**src/tct_pkg.sv**
```systemverilog
// Package for the TCP connection tracker.
// Holds the table geometry, flag masks, status and connection state codes, and the
// sequencer state type. It depends on nothing else.
package tct_pkg;

	localparam int TABLE_DEPTH = 16;
	localparam int IDX_W       = (TABLE_DEPTH > 1) ? $clog2(TABLE_DEPTH) : 1;
	localparam int CNT_W       = $clog2(TABLE_DEPTH + 1);

	localparam logic [7:0] FLAG_FIN = 8'h01;
	localparam logic [7:0] FLAG_SYN = 8'h02;
	localparam logic [7:0] FLAG_ACK = 8'h10;

	localparam logic [15:0] MIN_SEGMENT = 16'd20;

	localparam logic [1:0] STATUS_OK    = 2'd0;
	localparam logic [1:0] STATUS_SHORT = 2'd1;
	localparam logic [1:0] STATUS_FULL  = 2'd2;

	localparam logic [3:0] ST_CLOSED       = 4'd0;
	localparam logic [3:0] ST_LISTEN       = 4'd1;
	localparam logic [3:0] ST_SYN_RECEIVED = 4'd3;
	localparam logic [3:0] ST_ESTABLISHED  = 4'd4;
	localparam logic [3:0] ST_CLOSE_WAIT   = 4'd7;

	typedef enum logic [1:0] {
		SEQ_IDLE,
		SEQ_LOOKUP,
		SEQ_UPDATE
	} seq_state_t;

	typedef struct packed {
		logic [3:0]  state;
		logic [31:0] ack;
	} conn_entry_t;

endpackage

```
**src/tcp_connection_tracker.sv**
```systemverilog
// TCP connection tracker, top level.
// Uses tct_pkg for constants and types; holds the key registers and the
// per-connection state memory.

// A segment is taken when start is high and busy is low. In the lookup state the
// four-tuple is compared with every key register at once and the connection memory
// is read. In the update state the rules are applied and, if the status is OK, the
// entry is written back. The result is registered from the update state and shown
// for exactly one cycle with done high, and it cannot be held off. busy falls
// as the result appears, so a new segment may be accepted at the edge that takes the
// result. After reset the table is empty and needs no clearing pass.
module tcp_connection_tracker
	import tct_pkg::*;
(
	input  logic        clk,
	input  logic        arst_n,
	input  logic        start,
	output logic        busy,
	input  logic [31:0] local_address,
	input  logic [15:0] dest_port,
	input  logic [31:0] remote_address,
	input  logic [15:0] src_port,
	input  logic [31:0] seq_number,
	input  logic [7:0]  tcp_flags,
	input  logic [15:0] segment_length,
	input  logic [3:0]  data_offset,
	output logic        done,
	output logic [1:0]  status,
	output logic [3:0]  entry_index,
	output logic        entry_created,
	output logic [3:0]  conn_state,
	output logic [31:0] ack_number,
	output logic        deliver_payload,
	output logic [15:0] payload_length
);

	seq_state_t seq_q, seq_d;

	logic [31:0] laddr_q, raddr_q, seqn_q;
	logic [15:0] lport_q, rport_q, seglen_q;
	logic [7:0]  flags_q;
	logic [3:0]  doff_q;

	logic [TABLE_DEPTH-1:0] valid_q;
	logic [31:0] key_laddr_q [TABLE_DEPTH];
	logic [15:0] key_lport_q [TABLE_DEPTH];
	logic [31:0] key_raddr_q [TABLE_DEPTH];
	logic [15:0] key_rport_q [TABLE_DEPTH];
	logic [CNT_W-1:0] used_q;

	conn_entry_t conn_mem [TABLE_DEPTH];
	conn_entry_t mem_rd_q;

	logic [TABLE_DEPTH-1:0] hit_vec;
	logic                   hit;
	logic [IDX_W-1:0]       hit_idx;
	logic                   full;
	logic                   short_seg;
	logic                   alloc;

	logic [IDX_W-1:0] idx_q;
	logic [1:0]       err_q;
	logic             created_q;

	logic        accept;
	conn_entry_t cur;
	logic [3:0]  st_syn, st_ack, st_fin;
	logic [31:0] ack_syn, ack_fin;
	logic [5:0]  hdr_len;
	logic        deliver;
	logic [15:0] plen;

	function automatic logic tcp_flags_has(input logic [7:0] flags, input logic [7:0] mask);
		tcp_flags_has = (flags & mask) != 8'd0;
	endfunction

	assign accept    = start && (seq_q == SEQ_IDLE);
	assign short_seg = seglen_q < MIN_SEGMENT;
	assign full      = used_q == CNT_W'(TABLE_DEPTH);

	always_comb begin
		for (int i = 0; i < TABLE_DEPTH; i++) begin
			hit_vec[i] = valid_q[i] && key_laddr_q[i] == laddr_q && key_lport_q[i] == lport_q
				&& key_raddr_q[i] == raddr_q && key_rport_q[i] == rport_q;
		end
	end

	always_comb begin
		hit     = 1'b0;
		hit_idx = '0;
		for (int i = TABLE_DEPTH - 1; i >= 0; i--) begin
			if (hit_vec[i]) begin
				hit     = 1'b1;
				hit_idx = IDX_W'(i);
			end
		end
	end

	assign alloc = (seq_q == SEQ_LOOKUP) && !short_seg && !hit && !full;

	always_comb begin
		seq_d = seq_q;
		unique case (seq_q)
			SEQ_IDLE: begin
				if (start) seq_d = SEQ_LOOKUP;
			end
			SEQ_LOOKUP: seq_d = SEQ_UPDATE;
			SEQ_UPDATE: seq_d = SEQ_IDLE;
			default:    seq_d = SEQ_IDLE;
		endcase
	end

	always_comb begin
		busy = seq_q != SEQ_IDLE;
	end

	always_ff @(posedge clk or negedge arst_n) begin
		if (!arst_n) begin
			seq_q <= SEQ_IDLE;
		end else begin
			seq_q <= seq_d;
		end
	end

	always_ff @(posedge clk) begin
		if (accept) begin
			laddr_q  <= local_address;
			lport_q  <= dest_port;
			raddr_q  <= remote_address;
			rport_q  <= src_port;
			seqn_q   <= seq_number;
			flags_q  <= tcp_flags;
			seglen_q <= segment_length;
			doff_q   <= data_offset;
		end
	end

	always_ff @(posedge clk or negedge arst_n) begin
		if (!arst_n) begin
			valid_q <= '0;
			used_q  <= '0;
		end else if (alloc) begin
			valid_q[used_q[IDX_W-1:0]] <= 1'b1;
			used_q <= used_q + CNT_W'(1);
		end
	end

	always_ff @(posedge clk) begin
		if (alloc) begin
			key_laddr_q[used_q[IDX_W-1:0]] <= laddr_q;
			key_lport_q[used_q[IDX_W-1:0]] <= lport_q;
			key_raddr_q[used_q[IDX_W-1:0]] <= raddr_q;
			key_rport_q[used_q[IDX_W-1:0]] <= rport_q;
		end
	end

	always_ff @(posedge clk) begin
		if (seq_q == SEQ_LOOKUP) begin
			idx_q     <= hit ? hit_idx : used_q[IDX_W-1:0];
			created_q <= !hit;
			if (short_seg) begin
				err_q <= STATUS_SHORT;
			end else if (!hit && full) begin
				err_q <= STATUS_FULL;
			end else begin
				err_q <= STATUS_OK;
			end
		end
	end

	// Synchronous read of the connection memory; no two transactions overlap, so the
	// write-back of one always lands before the read of the next.
	always_ff @(posedge clk) begin
		if (seq_q == SEQ_LOOKUP) begin
			mem_rd_q <= conn_mem[hit_idx];
		end
	end

	always_comb begin
		if (created_q) begin
			cur.state = ST_CLOSED;
			cur.ack   = '0;
		end else begin
			cur = mem_rd_q;
		end

		st_syn  = cur.state;
		ack_syn = cur.ack;
		if ((tcp_flags_has(flags_q, FLAG_SYN))
			&& (cur.state == ST_CLOSED || cur.state == ST_LISTEN)) begin
			st_syn  = ST_SYN_RECEIVED;
			ack_syn = seqn_q + 32'd1;
		end

		st_ack = st_syn;
		if (tcp_flags_has(flags_q, FLAG_ACK) && st_syn == ST_SYN_RECEIVED) begin
			st_ack = ST_ESTABLISHED;
		end

		hdr_len = {doff_q, 2'b00};
		deliver = (st_ack == ST_ESTABLISHED) && (seglen_q > {10'd0, hdr_len});
		plen    = deliver ? (seglen_q - {10'd0, hdr_len}) : '0;

		st_fin  = st_ack;
		ack_fin = ack_syn;
		if (tcp_flags_has(flags_q, FLAG_FIN) && st_ack == ST_ESTABLISHED) begin
			st_fin  = ST_CLOSE_WAIT;
			ack_fin = seqn_q + 32'd1;
		end
	end

	always_ff @(posedge clk) begin
		if (seq_q == SEQ_UPDATE && err_q == STATUS_OK) begin
			conn_mem[idx_q] <= '{state: st_fin, ack: ack_fin};
		end
	end

	always_ff @(posedge clk or negedge arst_n) begin
		if (!arst_n) begin
			done <= 1'b0;
		end else begin
			done <= seq_q == SEQ_UPDATE;
		end
	end

	always_ff @(posedge clk) begin
		if (seq_q == SEQ_UPDATE) begin
			status <= err_q;
			if (err_q == STATUS_OK) begin
				entry_index     <= 4'(idx_q);
				entry_created   <= created_q;
				conn_state      <= st_fin;
				ack_number      <= ack_fin;
				deliver_payload <= deliver;
				payload_length  <= plen;
			end else begin
				entry_index     <= '0;
				entry_created   <= 1'b0;
				conn_state      <= '0;
				ack_number      <= '0;
				deliver_payload <= 1'b0;
				payload_length  <= '0;
			end
		end
	end

	a_unique_hit: assert property (@(posedge clk) disable iff (!arst_n)
		$onehot0(hit_vec))
		else $error("More than one table entry matches the same four-tuple.");

	a_used_bound: assert property (@(posedge clk) disable iff (!arst_n)
		used_q <= CNT_W'(TABLE_DEPTH))
		else $error("Allocation count exceeds the table depth.");

	a_done_timing: assert property (@(posedge clk) disable iff (!arst_n)
		accept |=> ##2 done)
		else $error("Result did not appear three cycles after acceptance.");

	a_error_clean: assert property (@(posedge clk) disable iff (!arst_n)
		(done && status != STATUS_OK) |-> (!entry_created && !deliver_payload))
		else $error("Rejected transaction reports an allocation or payload.");

endmodule
```
**config.mk**
```make
export PLATFORM = sky130hd
export DESIGN_NAME = tcp_connection_tracker
export DESIGN_NICKNAME = d
export VERILOG_FILES = /design/src/tct_pkg.sv /design/src/tcp_connection_tracker.sv
export SDC_FILE = /design/constraint.sdc
export NUM_CORES = 2
export LEC_CHECK = 0
export BUFFER_PORTS_ARGS = -buffer_cell sky130_fd_sc_hd__buf_4
export CAP_MARGIN = 10
export CORE_MARGIN = 1
export CORE_UTILIZATION = 51
export DETAILED_ROUTE_END_ITERATION = 10
export PLACE_DENSITY = 0.68
export SLEW_MARGIN = 20
export SYNTH_ARGS = -nofsm -noshare
export SYNTH_HDL_FRONTEND = slang
export SYNTH_SLANG_ARGS = --single-unit
```
**constraint.sdc**
```tcl
create_clock -name clk -period 9.1 [get_ports clk]
set_clock_uncertainty 0.1 [all_clocks]
set_input_delay 1.365 -clock clk [delete_from_list [all_inputs] [get_ports clk]]
set_output_delay 1.365 -clock clk [all_outputs]
set_load 0.05 [all_outputs]
```
Word level (Yosys, flattened, before mapping):

Memories as Yosys holds them, arrays and structs flattened. A register that Yosys moved wholly into a read port is not among the register bits.
Cells that the tools add are included.

* bits in registers: 244
* bits in latches: 0
* bits in writable memories: 2112
* bits in read-only memories: 0
* input port bits: 159
* output and inout bits: 62
* memories: 5

Memory list
* conn_mem: words 16, bits a word 36, rd ports 1, clocked after Yosys merged registers in 1, wr ports 1, line tcp_connection_tracker.sv:51 `conn_entry_t conn_mem [TABLE_DEPTH];`
* key_laddr_q: words 16, bits a word 32, rd ports 16, clocked after Yosys merged registers in 0, wr ports 1, line tcp_connection_tracker.sv:45 `logic [31:0] key_laddr_q [TABLE_DEPTH];`
* key_raddr_q: words 16, bits a word 32, rd ports 16, clocked after Yosys merged registers in 0, wr ports 1, line tcp_connection_tracker.sv:47 `logic [31:0] key_raddr_q [TABLE_DEPTH];`
* key_lport_q: words 16, bits a word 16, rd ports 16, clocked after Yosys merged registers in 0, wr ports 1, line tcp_connection_tracker.sv:46 `logic [15:0] key_lport_q [TABLE_DEPTH];`
* key_rport_q: words 16, bits a word 16, rd ports 16, clocked after Yosys merged registers in 0, wr ports 1, line tcp_connection_tracker.sv:48 `logic [15:0] key_rport_q [TABLE_DEPTH];`

* $add $sub $neg: 3
* $mul: 0
* div/mod/pow operators: 0
* order comparisons: 4
* equal/unequal tests: 71
* shifts and indexed selects: 0
* mux-type cells: 48
* bitwise logic cells: 1
* reduce and logical (&&, ||, !) cells: 84

Operator list (count)
* $eq A32 B32 Y1: 32
* $eq A16 B16 Y1: 32
* $mux W4: 20
* $logic_and A1 B1 Y1: 75
* $mux W32: 2
* $mux W36: 1
* $add A32 B1 Y32 const B: 1
* $mux W1: 21
* $gt A16 B6 Y1: 1
* $lt A16 B5 Y1 const B: 1
* $or A16 B16 Y16: 1
* $sub A16 B6 Y16: 1
* $add A5 B1 Y5 const B: 1
* $eq A5 B5 Y1 const B: 1
* $lt A4 B5 Y1 const B: 1
* $demux W1 S4: 1
* $eq A4 B1 Y1 const B: 1
* $eq A4 B2 Y1 const B: 1
* $eq A4 B3 Y1 const B: 1
* $ge A4 B1 Y1 const B: 1
* $logic_not A2 Y1: 2
* $logic_not A4 Y1: 1
* $mux W2: 2
* $pmux W2 S2: 1
* 7 further kinds: 9

Longest topological paths before layout:

An unclocked memory read counts as a cell.

* depth in word-level cells: 27
* mapped depth: 17
* depth with buffers taken out: 12

Worst setup path before layout:

OpenSTA, ideal clock, no wires.

* path kind: input to register
* from: in start
* to: reg doff_q[0] (enable)
* arrival time: 7635 ps
* required time: 8336 ps
* slack: 701 ps
* cell stages on the path: 2
* buffers on the path: 0
* path through: inv_1 > nor2_1

* cells in the longest elaborated chain, start to end: 1

RTL lines
* from (decl): line tcp_connection_tracker.sv:17 `input logic start,`
* $logic_and A1 B1 Y1: line tcp_connection_tracker.sv:77 `assign accept = start && (seq_q == SEQ_IDLE);`
* via accept: line tcp_connection_tracker.sv:65 `logic accept;`
* to (signal assigned): line tcp_connection_tracker.sv:134 `doff_q <= data_offset;`
* to (decl): line tcp_connection_tracker.sv:42 `logic [3:0] doff_q;`

The timed path passes the listed nets, and every way through them passes these cells.
A chain may end at the register's enable or synchronous reset.

Worst setup path in the final report:

* from: reg laddr_q[25]
* to: reg, netlist name mem_rd_q[11]

* cells in the longest elaborated chain, start to end: 21

RTL lines
* from (decl): line tcp_connection_tracker.sv:39 `logic [31:0] laddr_q, raddr_q, seqn_q;`
* from (signal assigned): line tcp_connection_tracker.sv:127 `laddr_q <= local_address;`
* $eq A32 B32 Y1: line tcp_connection_tracker.sv:83 `hit_vec[i] = valid_q[i] && key_laddr_q[i] == laddr_q && key_lport_q[i] == lport_q`
* $logic_and A1 B1 Y1 (2 in series): line tcp_connection_tracker.sv:83
* $logic_and A1 B1 Y1 (2 in series): line tcp_connection_tracker.sv:84 `&& key_raddr_q[i] == raddr_q && key_rport_q[i] == rport_q;`
* $mux W4 (15 in series): line tcp_connection_tracker.sv:92 `if (hit_vec[i]) begin`
* $mux W4 (*): line tcp_connection_tracker.sv:92

Mark *: on every way between the ends. The rest lies on a longest branch, timed or not.

==> impl_metrics.yaml <==
run_status:
  status: "completed"
clocking:
  cts_resized: 0
  cts_tree: "yes"
  clk_latency_ps: 910
  cts_buffer_depth: 3
  htreeDepth: 4
  postCtsSetupBuffers: 0
  hold_buffers: 0
  cts_sinks: 2390
  clock-root-buffer: "clkbuf_16"
  clk_pin_slew_ps: 70
  cts_buffers: 233
global_routing:
  grt_pass1_vias: 57760
  grt_pass1_wl_um: 447900
  grt_max_degree: 145
  antenna_found_initial: 28
  globalRouteOverflowTotal: 0
  grt_usage_pct: 33.30
floorplanning:
  rows: 160
  dieArea_um2: 194800
  die_h_um: 441.3
  die_w_um: 441.3
  start_util_pct: 51.54
  core_area_um2: 191000
  design.portCount: 221
pwr:
  p_comb_share_pct: 9.8
  seq_power_share_pct: 51.1
  p_leak_nw: 35.96
  powerDensity_nw_per_um2: 226.3
  p_int_mw: 19.11
  peakVddDrop_uv: 238.4
  switching_share_pct: 24.93
  power_frac_clock_pct: 39.1
  finalPower_mw: 25.46
  power_switching_mw: 6.345
worst_setup_path:
  ff2ff_path_depth: 12
  slowest_delay_ps: 1060
  path_buf_inv: 3
  cp_top_family: "compound AO/OA/AOI/OAI gates"
  end_kind: "flop"
  r2r_slack_ps: 2050
  cpMaxStageDelayCell: "nor4_2"
  cp-start-kind: "flop"
  worstPathRequired_ps: 9720
  r2r-start: "laddr_q[25]"
  crit_path_cell_trace: "inv_1, a22o_1, a2111oi_0, nand4_1, nor4_2, inv_1, a2111oi_0, o22a_4, buf_12, a221oi_1, nor4_1, and3_1"
  crit_type: "reg -> reg"
  path_max_fanout: 92
  arrival_ps: 7670
  r2r_end: "mem_rd_q[11]"
sta:
  maxSlewHeadroom_pct: 10.45
  hold_viol_final: 0
  fmax_mhz: 141.9
  fin_setup_tns_ps: 0
  whs_ps: 363.2
  period_minus_slack_ps: 7049
  period_share_pct: 77.46
  rsz0062_at_grt: "no"
  worstMarginPinSlew_ps: 1333
  setup_viol: 0
  maxSlewViolCount: 0
layout:
  ff_latch_area_um2: 71650
  area_growth_pct: 14.28
  final_cells: 9339
  fin_nets: 6785
  multiInputGateArea_um2: 25190
  drive_gt1_share_pct: 14.47
  fill_cells: 14420
  final_cell_area_um2: 112500
hold_path:
  min_path_cells: 1
  hp-start: "valid_q[11]"
  holdCritPathClass: "reg -> reg"
  min_to: "valid_q[11]"
yosys:
  avgSynthCellArea_um2: 15.91
  synth_top_area_cell: "edfxtp_1"
  synthArstFlopShare_pct: 1.004
  yosysUniqueCellTypes: 71
  synth_warnings: 0
  netlist_area_um2: 98430
  synth_nets: 6356
  synth_area_leaders: "edfxtp_1 72%, xnor2_1 7.1%, nand2b_1 3.4%"
  ys_ff_latch: 2390
  ys_seq_area_share_pct: 72.79
  postSynthCellCount: 6187
  synth_top_cell_area_share_pct: 72.18
  synthFlopType: "edfxtp_1"
  synth_edf_count: 2366
routing:
  num_vias: 61180
  ant_nets: 0
  drcViolationCount: 0
  drt_iter0_drc: 9832
  via_per_inst: 6.551
  firstDrtPassIters: 6
  totalWireLength_um: 327200
  post_drt_wl_per_cell_um: 35.04
place:
  place_congestion: 1.038
  dp_hpwl_um: 207300
  placed_area_um2: 104500
  dp.cells: 8889
  port_buffers: 215
flow_run:
  maxCapViolations: 0
state kept, by name, summed over array words and instances (netlist names), 5 cells and up:
signal          flops
laddr_q            32
seglen_q           16
lport_q            16
key_raddr_q       512
rport_q            16
key_lport_q       256
raddr_q            32
key_rport_q       256
mem_rd_q           36
key_laddr_q       512
valid_q            16
ack_number         32
seqn_q             32
payload_length     16
used_q              5
conn_mem          576
cell usage in the layout (no fill, tap or decap), types with 30 or more instances in the layout:
cell type | Yosys | layout
a21oi_1 | 85 | 73
a221oi_1 | 188 | 188
a221oi_2 | 30 | 30
and2_1 | 41 | 41
and3_1 | 51 | 39
buf_12 | 0 | 32
buf_4 | 12 | 465
clkbuf_1 | 109 | 43
clkbuf_16 | 0 | 234
clkinv_1 | 6 | 47
clkinv_2 | 1 | 44
edfxtp_1 | 2366 | 2366
inv_1 | 109 | 109
mux2i_1 | 49 | 49
nand2_1 | 126 | 123
nand2b_1 | 538 | 538
nand3_1 | 36 | 36
nand4_1 | 230 | 230
nor2_1 | 101 | 84
nor2b_1 | 105 | 102
nor3_1 | 58 | 54
nor4_1 | 196 | 186
o2111ai_1 | 179 | 179
o22ai_1 | 43 | 43
o2bb2ai_1 | 33 | 33
xnor2_1 | 796 | 796
xor2_1 | 197 | 197
power groups by stage:
stage | Combinational [mW] | Sequential (mW) | Clock, mW
2_1_floorplan | 1.18 | 13.3 | 0
3_3_place_gp | 2.39 | 13.2 | 0
3_5_place_dp | 2.43 | 13.2 | 0
4_1_cts | 2.44 | 13.0 | 9.98
5_1_grt | 2.56 | 13.0 | 10.4
6_report | 2.51 | 13.0 | 9.95
per-layer routing:
layer	up-vias	track usage, %	part of all wire (%)
met1	31210	46.18	38
li1	24800	-	-
met2	4323	49.55	44
met4	12	15.93	5.5
met3	834	8.018	13
met5	-	0.4399	0.058
worst register-to-register path, stage by stage (launching register included):
cell and delay [ps]:
edfxtp_1 900, inv_1 610, a22o_1 360, a2111oi_0 500, nand4_1 230, nor4_2 1060
inv_1 120, a2111oi_0 860, o22a_4 800, buf_12 510, a221oi_1 190, nor4_1 430
and3_1 240
per-stage QoR:
stage                     util [%]  worst slack, ps
after floorplan                  -            700.6
after global placement       54.72             2446
after detailed placement     54.73             2494
after CTS                    58.84             2448
after global routing         58.88             2175
final                        58.90             2051
Yosys cell counts (14+ instances only):
cell type,n
o2111ai_1,179
nand4_1,230
o221ai_1,29
o21ai_0,19
xor2_1,197
a221oi_2,30
and2_1,41
buf_6,20
dfrtp_1,24
nand2b_1,538
o2bb2ai_1,33
and3_1,51
a22o_1,29
a31oi_1,22
edfxtp_1,2366
buf_1,44
clkbuf_1,109
nor3_1,58
a221oi_1,188
inv_2,14
a21oi_1,85
buf_2,119
nor4_1,196
a2111oi_0,20
a2111o_1,28
a22oi_1,14
nor2b_1,105
nand3_1,36
o22ai_1,43
nor2_1,101
or2_2,19
mux2i_1,49
inv_1,109
xnor2_1,796
nand2_1,126
worst max-delay path by stage:
stage                            from      endpoint  slack, ps  cells past startpoint
after floorplan                 start     doff_q[0]        700                      2
after global placement    laddr_q[25]  mem_rd_q[13]       2450                     12
after detailed placement  laddr_q[25]   mem_rd_q[7]       2490                     12
after CTS                 laddr_q[25]  mem_rd_q[11]       2450                     12
after global routing      laddr_q[25]  mem_rd_q[13]       2170                     12
final                     laddr_q[25]  mem_rd_q[11]       2050                     12
cells by family after synthesis:
kind of cell / synth area share, %
flops: 72.79
fa+ha+maj: 0.1347
simple gates: 9.149
buf+inv: 2.012
xor+xnor: 8.836
mux: 0.4983
compound gates: 6.578
area by class of cell:
type	instances	area share [%]
clock buffer	294	5.557
sequential	2390	63.70
tap	2511	2.793
antenna	12	0.02670
clock inverter	141	1.418
multi-input combinational	3362	22.39
timing repair buffer	498	3.677
inverter	131	0.4405
No activity file was read; power rests on OpenSTA's default activity.
